File: config.mk
export PLATFORM = sky130hd
export DESIGN_NAME = ascii_serial_integer_calculator_unit
export DESIGN_NICKNAME = d
export VERILOG_FILES = /design/src/hw/rtl/asci_pkg.sv /design/src/hw/rtl/ascii_serial_integer_calculator_unit.sv /design/src/hw/rtl/asci_front.sv /design/src/hw/rtl/asci_fifo.sv /design/src/hw/rtl/asci_div.sv /design/src/hw/rtl/asci_back.sv
export SDC_FILE = /design/constraint.sdc
export NUM_CORES = 1
export LEC_CHECK = 0
export BUFFER_PORTS_ARGS = -buffer_cell sky130_fd_sc_hd__clkbuf_2
export CORE_UTILIZATION = 45
export DETAILED_ROUTE_END_ITERATION = 7
export GPL_TIMING_DRIVEN = 0
export PLACE_DENSITY = 0.64
export SYNTH_ARGS = -nofsm -noshare
export SYNTH_HDL_FRONTEND = slang
export SYNTH_SLANG_ARGS = --single-unit
File: constraint.sdc
create_clock -name i_clk -period 10.8 [get_ports i_clk]
set_input_delay 0 -clock i_clk [delete_from_list [all_inputs] [get_ports i_clk]]
set_output_delay 0 -clock i_clk [all_outputs]
set_load 0.005 [all_outputs]
File: src/hw/rtl/asci_pkg.sv
// Shared constants, types and helpers for the ASCII serial integer calculator.
package asci_pkg;

    localparam int MAX_DIGITS_DEF  = 6;
    localparam int RESULT_BITS_DEF = 32;
    localparam int QUEUE_DEPTH     = 2;

    localparam logic [7:0] CH_ZERO  = 8'd48;
    localparam logic [7:0] CH_NINE  = 8'd57;
    localparam logic [7:0] CH_EQ    = 8'd61;
    localparam logic [7:0] CH_NL    = 8'd10;
    localparam logic [7:0] CH_PLUS  = 8'd43;
    localparam logic [7:0] CH_MINUS = 8'd45;
    localparam logic [7:0] CH_MUL   = 8'd42;
    localparam logic [7:0] CH_DIV   = 8'd47;
    localparam logic [7:0] CH_MOD   = 8'd37;
    localparam logic [7:0] CH_POW   = 8'd94;
    localparam logic [7:0] CH_E     = 8'd101;
    localparam logic [7:0] CH_R     = 8'd114;
    localparam logic [7:0] CH_O     = 8'd111;

    localparam logic [2:0] ERR_LEN  = 3'd5;

    typedef struct packed {
        logic       echo;
        logic       finish;
        logic [7:0] ch;
        logic [7:0] op;
    } t_cmd;

    localparam int CMD_W = $bits(t_cmd);

    function automatic logic [7:0] err_char(input logic [2:0] idx);
        logic [7:0] c;
        unique case (idx)
            3'd0:    c = CH_E;
            3'd1:    c = CH_R;
            3'd2:    c = CH_R;
            3'd3:    c = CH_O;
            default: c = CH_R;
        endcase
        return c;
    endfunction

endpackage

File: src/hw/rtl/ascii_serial_integer_calculator_unit.sv
// Top level of the ASCII serial integer calculator.
// Input channel: i_valid / o_stall carry one received byte (i_rx_byte) per word.
// Output channel: o_valid / i_stall carry one byte to transmit (o_tx_byte) with
// o_last_of_run set on the final byte caused by an input word.
// Digits and the operator are echoed; the word that ends operand two starts
// evaluation, then '=', the decimal result (or "error") and a newline follow.
// The front end takes a word and queues a command; o_stall rises
// only when the two-entry command queue is full.
// An echo passes through the queue, the back end's command register and the
// output register. Evaluation time is set by the shift-add multiplier (up to
// two products per exponent bit for '^'), the restoring divider (for '/' and
// '%') and the binary to decimal pass (which skips leading zeros, then sends
// each digit).
// A stalled output word holds; the back end waits and the queue then fills.
// Synchronous active-low reset returns both operands, the queue and the
// output register to empty; no words are lost once accepted.
module ascii_serial_integer_calculator_unit #(
    parameter int MAX_DIGITS  = asci_pkg::MAX_DIGITS_DEF,
    parameter int RESULT_BITS = asci_pkg::RESULT_BITS_DEF
) (
    input  logic       i_clk,
    input  logic       i_rst_n,
    input  logic       i_valid,
    output logic       o_stall,
    input  logic [7:0] i_rx_byte,
    output logic       o_valid,
    input  logic       i_stall,
    output logic [7:0] o_tx_byte,
    output logic       o_last_of_run
);
    localparam int OPW = $clog2(10 ** MAX_DIGITS);
    localparam int QW  = asci_pkg::CMD_W + 2 * OPW;

    logic           push, pop, full, empty;
    asci_pkg::t_cmd f_cmd, q_cmd;
    logic [OPW-1:0] f_a, f_b, q_a, q_b;
    logic [QW-1:0]  q_data;

    assign o_stall = full;
    assign q_cmd   = q_data[QW-1 -: asci_pkg::CMD_W];
    assign q_a     = q_data[2*OPW-1 -: OPW];
    assign q_b     = q_data[OPW-1:0];

    asci_front #(.MAX_DIGITS(MAX_DIGITS), .OPW(OPW)) u_front (
        .i_clk    (i_clk),
        .i_rst_n  (i_rst_n),
        .i_valid  (i_valid),
        .i_rx_byte(i_rx_byte),
        .i_full   (full),
        .o_push   (push),
        .o_cmd    (f_cmd),
        .o_a      (f_a),
        .o_b      (f_b)
    );

    asci_fifo #(.W(QW), .DEPTH(asci_pkg::QUEUE_DEPTH)) u_fifo (
        .i_clk  (i_clk),
        .i_rst_n(i_rst_n),
        .i_push (push),
        .i_data ({f_cmd, f_a, f_b}),
        .i_pop  (pop),
        .o_data (q_data),
        .o_full (full),
        .o_empty(empty)
    );

    asci_back #(.R(RESULT_BITS), .OPW(OPW)) u_back (
        .i_clk        (i_clk),
        .i_rst_n      (i_rst_n),
        .i_empty      (empty),
        .i_cmd        (q_cmd),
        .i_a          (q_a),
        .i_b          (q_b),
        .o_pop        (pop),
        .o_valid      (o_valid),
        .i_stall      (i_stall),
        .o_tx_byte    (o_tx_byte),
        .o_last_of_run(o_last_of_run)
    );
endmodule

File: src/hw/rtl/asci_front.sv
// Front end: accepts received bytes, collects operands and queues commands.
module asci_front #(
    parameter int MAX_DIGITS = asci_pkg::MAX_DIGITS_DEF,
    parameter int OPW        = $clog2(10 ** MAX_DIGITS)
) (
    input  logic                 i_clk,
    input  logic                 i_rst_n,
    input  logic                 i_valid,
    input  logic [7:0]           i_rx_byte,
    input  logic                 i_full,
    output logic                 o_push,
    output asci_pkg::t_cmd       o_cmd,
    output logic [OPW-1:0]       o_a,
    output logic [OPW-1:0]       o_b
);
    localparam int CW = $clog2(MAX_DIGITS + 1);

    logic           r_phase, n_phase;
    logic [OPW-1:0] r_a, n_a, r_b, n_b;
    logic [CW-1:0]  r_cnt, n_cnt;
    logic [7:0]     r_op, n_op;
    logic           is_digit;
    logic [3:0]     dval;
    logic [OPW-1:0] a_next, b_next;

    assign o_push   = i_valid && !i_full;
    assign is_digit = (i_rx_byte >= asci_pkg::CH_ZERO) && (i_rx_byte <= asci_pkg::CH_NINE);
    assign dval     = 4'(i_rx_byte - asci_pkg::CH_ZERO);
    assign a_next   = (r_a << 3) + (r_a << 1) + OPW'(dval);
    assign b_next   = (r_b << 3) + (r_b << 1) + OPW'(dval);

    always_comb begin
        n_phase = r_phase;
        n_a     = r_a;
        n_b     = r_b;
        n_cnt   = r_cnt;
        n_op    = r_op;
        o_cmd   = '{echo: 1'b1, finish: 1'b0, ch: i_rx_byte, op: r_op};
        o_a     = r_a;
        o_b     = r_b;
        if (!r_phase) begin
            if (is_digit && (r_cnt < CW'(MAX_DIGITS))) begin
                n_a   = a_next;
                n_cnt = r_cnt + 1'b1;
            end else begin
                n_op    = i_rx_byte;
                n_phase = 1'b1;
                n_cnt   = '0;
                n_b     = '0;
            end
        end else begin
            if (is_digit) begin
                n_b   = b_next;
                n_cnt = r_cnt + 1'b1;
                o_b   = b_next;
                if (r_cnt + 1'b1 >= CW'(MAX_DIGITS)) begin
                    o_cmd.finish = 1'b1;
                end
            end else begin
                o_cmd.echo   = 1'b0;
                o_cmd.finish = 1'b1;
            end
            if (o_cmd.finish) begin
                n_phase = 1'b0;
                n_a     = '0;
                n_b     = '0;
                n_cnt   = '0;
                n_op    = '0;
            end
        end
    end

    always_ff @(posedge i_clk) begin
        if (!i_rst_n) begin
            r_phase <= 1'b0;
            r_a     <= '0;
            r_b     <= '0;
            r_cnt   <= '0;
            r_op    <= '0;
        end else if (o_push) begin
            r_phase <= n_phase;
            r_a     <= n_a;
            r_b     <= n_b;
            r_cnt   <= n_cnt;
            r_op    <= n_op;
        end
    end
endmodule

File: src/hw/rtl/asci_fifo.sv
// Short command queue between front and back end.
module asci_fifo #(
    parameter int W     = 8,
    parameter int DEPTH = asci_pkg::QUEUE_DEPTH
) (
    input  logic         i_clk,
    input  logic         i_rst_n,
    input  logic         i_push,
    input  logic [W-1:0] i_data,
    input  logic         i_pop,
    output logic [W-1:0] o_data,
    output logic         o_full,
    output logic         o_empty
);
    localparam int PW = (DEPTH > 1) ? $clog2(DEPTH) : 1;
    localparam int NW = $clog2(DEPTH + 1);

    logic [W-1:0]  r_mem [DEPTH];
    logic [PW-1:0] r_wp, r_rp;
    logic [NW-1:0] r_n;

    assign o_full  = (r_n == NW'(DEPTH));
    assign o_empty = (r_n == '0);
    assign o_data  = r_mem[r_rp];

    always_ff @(posedge i_clk) begin
        if (!i_rst_n) begin
            r_wp <= '0;
            r_rp <= '0;
            r_n  <= '0;
        end else begin
            if (i_push) begin
                r_mem[r_wp] <= i_data;
                r_wp <= (r_wp == PW'(DEPTH - 1)) ? '0 : r_wp + 1'b1;
            end
            if (i_pop) begin
                r_rp <= (r_rp == PW'(DEPTH - 1)) ? '0 : r_rp + 1'b1;
            end
            r_n <= r_n + NW'(i_push) - NW'(i_pop);
        end
    end
endmodule

File: src/hw/rtl/asci_div.sv
// Restoring divider, one quotient bit per cycle.
module asci_div #(
    parameter int W = asci_pkg::RESULT_BITS_DEF
) (
    input  logic         i_clk,
    input  logic         i_rst_n,
    input  logic         i_start,
    input  logic [W-1:0] i_dividend,
    input  logic [W-1:0] i_divisor,
    output logic         o_done,
    output logic [W-1:0] o_quo,
    output logic [W-1:0] o_rem
);
    localparam int CW = $clog2(W + 1);

    logic          r_busy;
    logic [CW-1:0] r_cnt;
    logic [W-1:0]  r_q, r_r, r_d;
    logic [W:0]    sh, diff;

    assign sh     = {r_r, r_q[W-1]};
    assign diff   = sh - {1'b0, r_d};
    assign o_quo  = r_q;
    assign o_rem  = r_r;

    always_ff @(posedge i_clk) begin
        if (!i_rst_n) begin
            r_busy <= 1'b0;
            o_done <= 1'b0;
            r_cnt  <= '0;
        end else begin
            o_done <= 1'b0;
            if (i_start) begin
                r_busy <= 1'b1;
                r_cnt  <= CW'(W);
                r_q    <= i_dividend;
                r_r    <= '0;
                r_d    <= i_divisor;
            end else if (r_busy) begin
                if (!diff[W]) begin
                    r_r <= diff[W-1:0];
                end else begin
                    r_r <= sh[W-1:0];
                end
                r_q   <= {r_q[W-2:0], !diff[W]};
                r_cnt <= r_cnt - 1'b1;
                if (r_cnt == CW'(1)) begin
                    r_busy <= 1'b0;
                    o_done <= 1'b1;
                end
            end
        end
    end
endmodule

File: src/hw/rtl/asci_back.sv
// Back end: echoes, evaluates the operator and sends the decimal result or "error".
module asci_back #(
    parameter int R   = asci_pkg::RESULT_BITS_DEF,
    parameter int OPW = 20
) (
    input  logic           i_clk,
    input  logic           i_rst_n,
    input  logic           i_empty,
    input  asci_pkg::t_cmd i_cmd,
    input  logic [OPW-1:0] i_a,
    input  logic [OPW-1:0] i_b,
    output logic           o_pop,
    output logic           o_valid,
    input  logic           i_stall,
    output logic [7:0]     o_tx_byte,
    output logic           o_last_of_run
);
    localparam int DIG_MAX = ((R * 1233) >> 12) + 1;
    localparam int IW      = $clog2(DIG_MAX);
    localparam int KW      = $clog2(DIG_MAX + 1);
    localparam int BW      = 4 * DIG_MAX;
    localparam int BCW     = $clog2(R + 1);

    typedef enum logic [3:0] {
        S_IDLE, S_ECHO, S_EQ, S_CALC, S_MUL, S_PCHK, S_PSQ, S_PDONE,
        S_DIVW, S_CONV, S_DD, S_SKIP, S_OUTR, S_OUTE, S_ERR, S_NL
    } t_state;

    t_state         r_state, r_ret;
    asci_pkg::t_cmd r_cmd;
    logic [R-1:0]   r_a, r_b, r_val, r_acc, r_base, r_ma, r_mb, r_mp;
    logic           r_dst_acc;
    logic [BW-1:0]  r_bcd, bcd_adj;
    logic [R-1:0]   r_sh;
    logic [BCW-1:0] r_bit;
    logic [3:0]     cur_dig;
    logic [3:0]     r_dq;
    logic [KW-1:0]  r_k;
    logic [2:0]     r_ec;
    logic           r_dstart;
    logic [R-1:0]   r_dnd, r_dsr;
    logic           div_done;
    logic [R-1:0]   div_q, div_r;
    logic           can_emit;
    logic           emit;

    assign o_pop    = (r_state == S_IDLE) && !i_empty;
    assign can_emit = !o_valid || !i_stall;
    assign emit     = can_emit && ((r_state == S_ECHO) || (r_state == S_EQ) ||
                      (r_state == S_OUTE) || (r_state == S_ERR) || (r_state == S_NL));
    assign cur_dig  = r_bcd[{IW'(r_k - 1'b1), 2'b00} +: 4];

    // double-dabble digit adjust
    always_comb begin
        for (int j = 0; j < DIG_MAX; j++) begin
            bcd_adj[4*j +: 4] = (r_bcd[4*j +: 4] >= 4'd5) ? r_bcd[4*j +: 4] + 4'd3
                                                           : r_bcd[4*j +: 4];
        end
    end

    asci_div #(.W(R)) u_div (
        .i_clk     (i_clk),
        .i_rst_n   (i_rst_n),
        .i_start   (r_dstart),
        .i_dividend(r_dnd),
        .i_divisor (r_dsr),
        .o_done    (div_done),
        .o_quo     (div_q),
        .o_rem     (div_r)
    );

    always_ff @(posedge i_clk) begin
        if (!i_rst_n) begin
            r_state  <= S_IDLE;
            o_valid  <= 1'b0;
            r_dstart <= 1'b0;
        end else begin
            if (o_valid && !i_stall && !emit) begin
                o_valid <= 1'b0;
            end
            unique case (r_state)
                S_IDLE: begin
                    if (!i_empty) begin
                        r_cmd   <= i_cmd;
                        r_a     <= R'(i_a);
                        r_b     <= R'(i_b);
                        r_state <= i_cmd.echo ? S_ECHO : S_EQ;
                    end
                end
                S_ECHO: begin
                    if (can_emit) begin
                        o_valid       <= 1'b1;
                        o_tx_byte     <= r_cmd.ch;
                        o_last_of_run <= !r_cmd.finish;
                        r_state       <= r_cmd.finish ? S_EQ : S_IDLE;
                    end
                end
                S_EQ: begin
                    if (can_emit) begin
                        o_valid       <= 1'b1;
                        o_tx_byte     <= asci_pkg::CH_EQ;
                        o_last_of_run <= 1'b0;
                        r_state       <= S_CALC;
                    end
                end
                S_CALC: begin
                    unique case (r_cmd.op)
                        asci_pkg::CH_PLUS: begin
                            r_val   <= r_a + r_b;
                            r_state <= S_CONV;
                        end
                        asci_pkg::CH_MINUS: begin
                            r_val   <= r_a - r_b;
                            r_state <= S_CONV;
                        end
                        asci_pkg::CH_MUL: begin
                            r_ma      <= r_a;
                            r_mb      <= r_b;
                            r_mp      <= '0;
                            r_dst_acc <= 1'b1;
                            r_ret     <= S_PDONE;
                            r_state   <= S_MUL;
                        end
                        asci_pkg::CH_DIV, asci_pkg::CH_MOD: begin
                            if (r_b == '0) begin
                                r_ec    <= '0;
                                r_state <= S_ERR;
                            end else begin
                                r_dnd    <= r_a;
                                r_dsr    <= r_b;
                                r_dstart <= 1'b1;
                                r_state  <= S_DIVW;
                            end
                        end
                        asci_pkg::CH_POW: begin
                            r_acc   <= R'(1);
                            r_base  <= r_a;
                            r_state <= S_PCHK;
                        end
                        default: begin
                            r_val   <= '0;
                            r_state <= S_CONV;
                        end
                    endcase
                end
                S_MUL: begin
                    if (r_mb == '0) begin
                        if (r_dst_acc) begin
                            r_acc <= r_mp;
                        end else begin
                            r_base <= r_mp;
                        end
                        r_state <= r_ret;
                    end else begin
                        if (r_mb[0]) begin
                            r_mp <= r_mp + r_ma;
                        end
                        r_ma <= r_ma << 1;
                        r_mb <= r_mb >> 1;
                    end
                end
                S_PCHK: begin
                    if (r_b == '0) begin
                        r_state <= S_PDONE;
                    end else if (r_b[0]) begin
                        r_ma      <= r_acc;
                        r_mb      <= r_base;
                        r_mp      <= '0;
                        r_dst_acc <= 1'b1;
                        r_ret     <= S_PSQ;
                        r_state   <= S_MUL;
                    end else begin
                        r_state <= S_PSQ;
                    end
                end
                S_PSQ: begin
                    r_ma      <= r_base;
                    r_mb      <= r_base;
                    r_mp      <= '0;
                    r_dst_acc <= 1'b0;
                    r_b       <= r_b >> 1;
                    r_ret     <= S_PCHK;
                    r_state   <= S_MUL;
                end
                S_PDONE: begin
                    r_val   <= r_acc;
                    r_state <= S_CONV;
                end
                S_DIVW: begin
                    r_dstart <= 1'b0;
                    if (div_done) begin
                        r_val   <= (r_cmd.op == asci_pkg::CH_DIV) ? div_q : div_r;
                        r_state <= S_CONV;
                    end
                end
                S_CONV: begin
                    r_bcd   <= '0;
                    r_sh    <= r_val;
                    r_bit   <= BCW'(R);
                    r_state <= S_DD;
                end
                S_DD: begin
                    r_bcd <= {bcd_adj[BW-2:0], r_sh[R-1]};
                    r_sh  <= r_sh << 1;
                    r_bit <= r_bit - 1'b1;
                    if (r_bit == BCW'(1)) begin
                        r_k     <= KW'(DIG_MAX);
                        r_state <= S_SKIP;
                    end
                end
                S_SKIP: begin
                    if ((r_k > KW'(1)) && (cur_dig == 4'd0)) begin
                        r_k <= r_k - 1'b1;
                    end else begin
                        r_state <= S_OUTR;
                    end
                end
                S_OUTR: begin
                    r_dq    <= cur_dig;
                    r_k     <= r_k - 1'b1;
                    r_state <= S_OUTE;
                end
                S_OUTE: begin
                    if (can_emit) begin
                        o_valid       <= 1'b1;
                        o_tx_byte     <= asci_pkg::CH_ZERO + 8'(r_dq);
                        o_last_of_run <= 1'b0;
                        r_state       <= (r_k == '0) ? S_NL : S_OUTR;
                    end
                end
                S_ERR: begin
                    if (can_emit) begin
                        o_valid       <= 1'b1;
                        o_tx_byte     <= asci_pkg::err_char(r_ec);
                        o_last_of_run <= 1'b0;
                        r_ec          <= r_ec + 1'b1;
                        if (r_ec == asci_pkg::ERR_LEN - 1'b1) begin
                            r_state <= S_NL;
                        end
                    end
                end
                S_NL: begin
                    if (can_emit) begin
                        o_valid       <= 1'b1;
                        o_tx_byte     <= asci_pkg::CH_NL;
                        o_last_of_run <= 1'b1;
                        r_state       <= S_IDLE;
                    end
                end
                default: r_state <= S_IDLE;
            endcase
        end
    end
endmodule
# [Word level (Yosys, flattened, before mapping)]
# Memory sizes are Yosys's and may differ from the RTL's. A register that Yosys moved wholly into a read port is not among the register bits.
# Cells that the tools add are included.
[totals] ff_bits=582 ramBits=116 in_bits=12 elab_cells=349 memories=1
[memory_table] name="u_fifo.r_mem" words=2 width=58 read_ports=1 rd_ports_with_merged_regs=1 write_ports=1 line="asci_fifo.sv:18" source="logic [W-1:0] r_mem [DEPTH];"
[classes] n_addsub=29 magnitude_cmp=15 n_eq_ne=54 shifts=1 muxes=134 bitwise=4 n_reduce_logical=69
[op_table] operator="two-way mux 32 bit" count=25
[op_table] operator="case mux 32 bit (4 select lines)" count=3
[op_table] operator="case mux 32 bit (2 select lines)" count=4
[op_table] operator="case mux 32 bit (3 select lines)" count=2
[op_table] operator="two-way mux 20 bit" count=9
[op_table] operator="two-way mux 4 bit" count=26
[op_table] operator="case mux 40 bit (2 select lines)" count=1
[op_table] operator="logical NOT 32 bit" count=2
[op_table] operator="two-way mux 8 bit" count=8
[op_table] operator="case mux 4 bit (16 select lines)" count=1
[op_table] operator="adder 20 bit" count=2
[op_table] operator="adder 20 x 4 -> 20 bit" count=2
[op_table] operator="== test 8 x 6 -> 1 bit, second input constant" count=5
[op_table] operator="greater-or-equal comparator 4 x 3 -> 1 bit, second input constant" count=10
[op_table] operator="case mux 8 bit (5 select lines)" count=1
[op_table] operator="indexed part select 40 x 7 -> 4 bit" count=1
[op_table] operator="adder 4 x 2 -> 4 bit, second input constant" count=9
[op_table] operator="case mux 4 bit (3 select lines)" count=3
[op_table] operator="subtractor 33 x 32 -> 33 bit" count=1
[op_table] operator="adder 20 x 32 -> 32 bit" count=1
[op_table] operator="adder 32 bit" count=1
[op_table] operator="== test 4 bit, second input constant" count=8
[op_table] operator="subtractor 20 x 32 -> 32 bit" count=1
[op_table] operator="!= test 2 x 1 -> 1 bit, second input constant" count=15
[op_table] operator="other kinds (54)" count=165

# [Depth between registers and ports, before layout]
[logic_depth] word_depth=11 ltp_mapped=14

# [Cells and area by module]
# From an unflattened synthesis, not the netlist that was laid out.
[unflattened] cells_unflattened=3245 area_unflattened_um2=36626.4
[modules_own_cells] mod="asci_back" instances=1 cells_each=2045 area_each_um2=22009.9 seq_area_each_um2=11831.3
[modules_own_cells] mod="asci_div" instances=1 cells_each=495 area_each_um2=5776.8 seq_area_each_um2=3042.9
[modules_own_cells] mod="asci_fifo" instances=1 cells_each=202 area_each_um2=4488.1 seq_area_each_um2=3583.4
[modules_own_cells] mod="asci_front" instances=1 cells_each=503 area_each_um2=4351.7 seq_area_each_um2=1041.0

# [Worst setup path before layout]
# OpenSTA, ideal clock, no wires.
[synth_timing] path_kind="reg2reg" startpoint="reg u_back.r_state[0]" endpoint="reg u_back.r_bcd[0] (enable)" setup_time_ns=0.630 arrival_ns=6.737 setup_slack_ns=3.433 stages_incl_launch_ff=5 path_buffers=2 cell_sequence="dfxtp_1 > clkbuf_1 > nand2b_1 > clkbuf_1 > a211oi_1"
[synth_between] elab_chain_cells=3 word_cells_on_any_way=4
[synth_rtl] item="from (decl)" line="asci_back.sv:29" source="t_state r_state, r_ret;"
[synth_rtl] item="from (signal assigned)" line="asci_back.sv:87" source="r_state <= i_cmd.echo ? S_ECHO : S_EQ;"
[synth_rtl] item="from (signal assigned)" line="asci_back.sv:95" source="r_state <= r_cmd.finish ? S_EQ : S_IDLE;"
[synth_rtl] item="from (signal assigned)" line="asci_back.sv:153" source="r_state <= r_ret;"
[synth_rtl] item="== test 4 bit" line="asci_back.sv:81" source="unique case (r_state)"
[synth_rtl] item="nonzero test 2 bit (no source line) *"
[synth_rtl] item="AND reduction 2 bit (no source line) *"
[synth_rtl] item="to (signal assigned)" line="asci_back.sv:203" source="r_bcd <= {bcd_adj[BW-2:0], r_sh[R-1]};"
[synth_rtl] item="to (decl)" line="asci_back.sv:33" source="logic [BW-1:0] r_bcd, bcd_adj;"
# Mark *: on every way between the ends. The rest lies on a longest branch, timed or not.
# A chain may end at the register's enable or synchronous reset.

# [Worst setup path after layout]
[layout_timing] startpoint="reg u_back.r_state[0]" endpoint="reg u_back.r_mp[28] (enable)"
[layout_between] elab_chain_cells=3 word_cells_on_any_way=11
[layout_rtl] item="== test 4 x 3 -> 1 bit / == test 4 x 2 -> 1 bit (equally long branches)" line="asci_back.sv:81"
[layout_rtl] item="!= test 2 x 1 -> 1 bit (no source line), or another cell as far along"
[layout_rtl] item="AND reduction 7 bit (no source line) *"
[layout_rtl] item="to (signal assigned)" line="asci_back.sv:156" source="r_mp <= r_mp + r_ma;"
[layout_rtl] item="to (decl)" line="asci_back.sv:31" source="logic [R-1:0] r_a, r_b, r_val, r_acc, r_base, r_ma, r_mb, r_mp;"
# Marks and branches as above.

==> results.md <==
* Slew HR at 0.138
* Post-Synth XOR/XNOR Area at 0.0286
* Largest cells by area after synthesis: edfxtp_1, ha_1, dfxtp_1, a21oi_1, nand2_1
* Min Tclk post-route at approximately 4700 ps
* Sequential Area at ~19000 um^2
* Overflow after GRT at 0
* CTS root buffer: clkbuf_16
* Crit start category: flop
* Initial DRC count at 2587
* Wire per inst at between 20 and 25 um
* Post-Syn Nets at between 3000 and 4000
* CTS Buf Count at 70
* Final hold vios at 0
* Hold depth at 5
* Cells after Synth at between 3000 and 4000
* Critical path buffers and inverters at 2
* RSZ-0062 raised after global routing: no
* Worst slew pin tran at between 1000 and 1500 ps
* Cell family with most CP delay: compound AO/OA/AOI/OAI gates
* Total Routing Usage GR at 0.242
* CP endpoint kind: flop
* FF-to-FF path depth at 6
* NumNets Final at 3492
* Post-synthesis compound-gate area fraction at 0.144
* Most frequent cell after synthesis: edfxtp_1
* Synth Area in Simple Gates at 0.120
* Clock sink count at about 660
* Die Y at 280 um
* Die area at around 80000 um^2
* Initial Utilization at 0.457
* Primary FF master, synth: edfxtp_1
* Hold WS at ~47 ps
* Fin Clk Skew at ~23 ps
* First-pass GRT wire length at around 150000 um
* Critical Path Slowest Stage Cell: nor2_1
* Largest net degree at the start of global routing at 36
* #FFs+latches synth at around 660
* Initial antenna violation count at 4
* DRT Pass-1 Iters at 6
* Finished Cell Area at about 39000 um^2
* Top cells by count, synth: edfxtp_1, nand2_1, nor2_1
* Worst-path cell chain: clkbuf_1 > inv_1 > nor2_1 > o21ai_0 > a31oi_4 > o21a_2
* Crit path arrival time at roughly 5000 ps
* Post-CTS Setup Inserts at 0
* DRT Wirelength at 95000 um
* Vias in the first global route at ~24000
* Gp weighted congestion at 0.986
* Drt drc at 0
* Number of synthesis warnings at 0
* TNS Setup at 0 ps
* Post-synth EDFFs at 590
* Worst path depth at 6
* Worst skew pair latency at approximately 630 ps
* Crit path to: u_back.r_mp[28]$_SDFFCE_PN0P_
* Avg Inst Size Synth at between 10 and 15 um^2
* Kind of critical path: flop to flop
* Post-Syn Area at 34900 um^2
* CP required at around 11000 ps
* Core footprint at between 70000 and 80000 um^2
* Clock slew at reported path FFs at ~60 ps
* Share of cells above drive strength 1 at 0.0857
* Area of the multi-input gates at 14600 um^2
* Io pins at 23
* Largest family of logic cells by synthesized area: compound AO/OA/AOI/OAI gates
* Mux cell area share after synthesis at 0.0501
* HPWL Detailed at 70700 um
* Pwr Density at 177 nW/um^2
* Placed inst area at roughly 37000 um^2
* Fill cells at slightly below 7000
* Final setup viols at 0
* Die X at between 200 and 300 um
* Max FO, Critical Path at 32
* Final Core Density at 0.513
* Setup slack, reg-to-reg at between 6000 and 7000 ps
* Fin crit share at 0.438
* Post-route ant nets at 0
* Yosys top cell by area: edfxtp_1
* CTS tree: built
* VDD IR max at between 0.1 and 0.15 mV
* Vias/cell at ~5.8
* Sequential cell area fraction in the yosys report at 0.549
* Routed vias at approximately 25000
* Worst min path class: input pin to flop
* Worst stage delay on the critical path at 900 ps
* F_max at roughly 210 MHz
* Post-Synth Adder-Cell Area at 0.0735
* Worst setup path startpoint: u_back.r_state[0]$_SDFFE_PN0P_
* Total Power at just under 7 mW
* Maxcap violations at 0
* Row cnt at around 100
* Clock Path Buffers at 3
* Pins Over Slew Limit at 0
* H-tree levels at 3
* Leak pwr at ~15 nW
* Port buffer count at 21
* Post-synth ARST share at 0
* Reg2reg start: u_back.r_state[0]$_SDFFE_PN0P_
* Reg2reg end: u_back.r_mp[28]$_SDFFCE_PN0P_
* Layout area overhead at 12.2%
* Yosys top cell area share at 0.508
* Synth cell types at between 80 and 90
* Status: complete, no violations
## timing repair
item	in CTS	in global routing
endpoints found under the hold margin	34	0
hold buffers	9	0
resized for setup	0	0
## per-layer routing
layer / up-vias / track usage / routed length, um
met4: 2 / 0.0768 / 2820
met1: 12400 / 0.344 / 43400
met3: 166 / 0.0351 / 5860
li1: 11900 / - / -
met2: 829 / 0.381 / 42900
met5: - / 0 / 13
## sequential cells by signal, indices dropped and copies added (netlist names), 8 cells and up, named ones only
name / count
u_fifo.r_mem: 116
u_back.r_bcd: 40
u_back.r_acc: 32
u_back.r_base: 32
u_back.r_ma: 32
u_back.r_mb: 32
u_back.r_mp: 32
u_back.r_sh: 32
u_back.r_val: 32
u_back.u_div.o_quo: 32
u_back.u_div.o_rem: 32
u_back.r_a: 20
u_back.r_b: 20
u_back.r_dnd: 20
u_back.r_dsr: 20
u_back.u_div.r_d: 20
u_front.o_a: 20
u_front.r_b: 20
u_back.r_cmd: 17
u_back.o_tx_byte: 8
u_front.r_op: 8
## worst reg2reg max path, cell delays in order, from the launching register on
cell	delay, ps
dfxtp_1	370
clkbuf_1	420
inv_1	230
nor2_1	900
o21ai_0	720
a31oi_4	800
o21a_2	880
## power breakdown
| part | switching (mW) | leakage, nW | internal [mW] | total, mW |
|---|---|---|---|---|
| Clock | 1.04 | 1.10 | 1.36 | 2.39 |
| Sequential | 0.169 | 6.07 | 2.99 | 3.16 |
| Combinational | 0.915 | 7.80 | 0.463 | 1.38 |
| Total | 2.12 | 15.0 | 4.82 | 6.94 |
## worst min path at each step
stage                      start                            end
floorplan           i_rx_byte[0]  u_fifo.r_mem[0][48]$_DFFE_PP_
global placement    i_rx_byte[5]  u_fifo.r_mem[0][53]$_DFFE_PP_
detailed placement  i_rx_byte[5]  u_fifo.r_mem[1][53]$_DFFE_PP_
CTS                      i_valid  u_front.r_cnt[1]$_SDFFE_PN0P_
global route             i_valid  u_front.r_cnt[1]$_SDFFE_PN0P_
finish                   i_valid  u_front.r_cnt[1]$_SDFFE_PN0P_
## cell families after synthesis
| family | after synthesis |
|---|---|
| AND/OR/NAND/NOR | 911 |
| buffers and inverters | 308 |
| multiplexers | 155 |
| AO/OA/AOI/OAI | 803 |
| flip-flops | 661 |
| XOR/XNOR | 114 |
| adder cells (fa/ha/maj) | 200 |
## stage by stage
step                setup slack (ps)  std cells
floorplan                       3430       3152
global placement                -740       4203
finish                          6070       4368
global route                    5900       4366
detailed placement              6290       4229
CTS                             6270       4366
## cell usage in the layout, fill, tap and decap left out, types with 11 or more instances in the layout
cell type and count:
xor2_1 44, a21oi_1 273, nor4_1 23, nor2_1 292
nand3_1 32, nand2_1 308, o21a_1 22, nor3b_1 12
a22o_1 31, nand2b_1 45, dfxtp_1 71, a31oi_1 17
inv_1 168, mux2_2 71, a21o_1 60, clkbuf_1 134
clkbuf_16 71, and2_1 11, and3_1 43, or2_2 14
o21bai_1 15, clkinv_1 12, nor2b_1 34, ha_1 192
or3_1 16, o211ai_1 28, a22oi_1 13, o22ai_1 52
edfxtp_1 590, xnor2_1 70, o21ai_0 153, a211oi_1 16
clkbuf_2 21, o31ai_1 39, buf_1 15, mux2i_1 75
nor3_1 40
## layout make-up
type,count,area share
Buffer,139,0.0142
Clock inverter,36,0.00864
Multi-Input combinational cell,2183,0.373
Tap cell,1030,0.0329
Clock buffer,92,0.0490
Antenna cell,2,0.000128
Timing Repair Buffer,56,0.0162
Inverter,169,0.0162
Sequential cell,661,0.489
(Power assumes the default switching activity.)
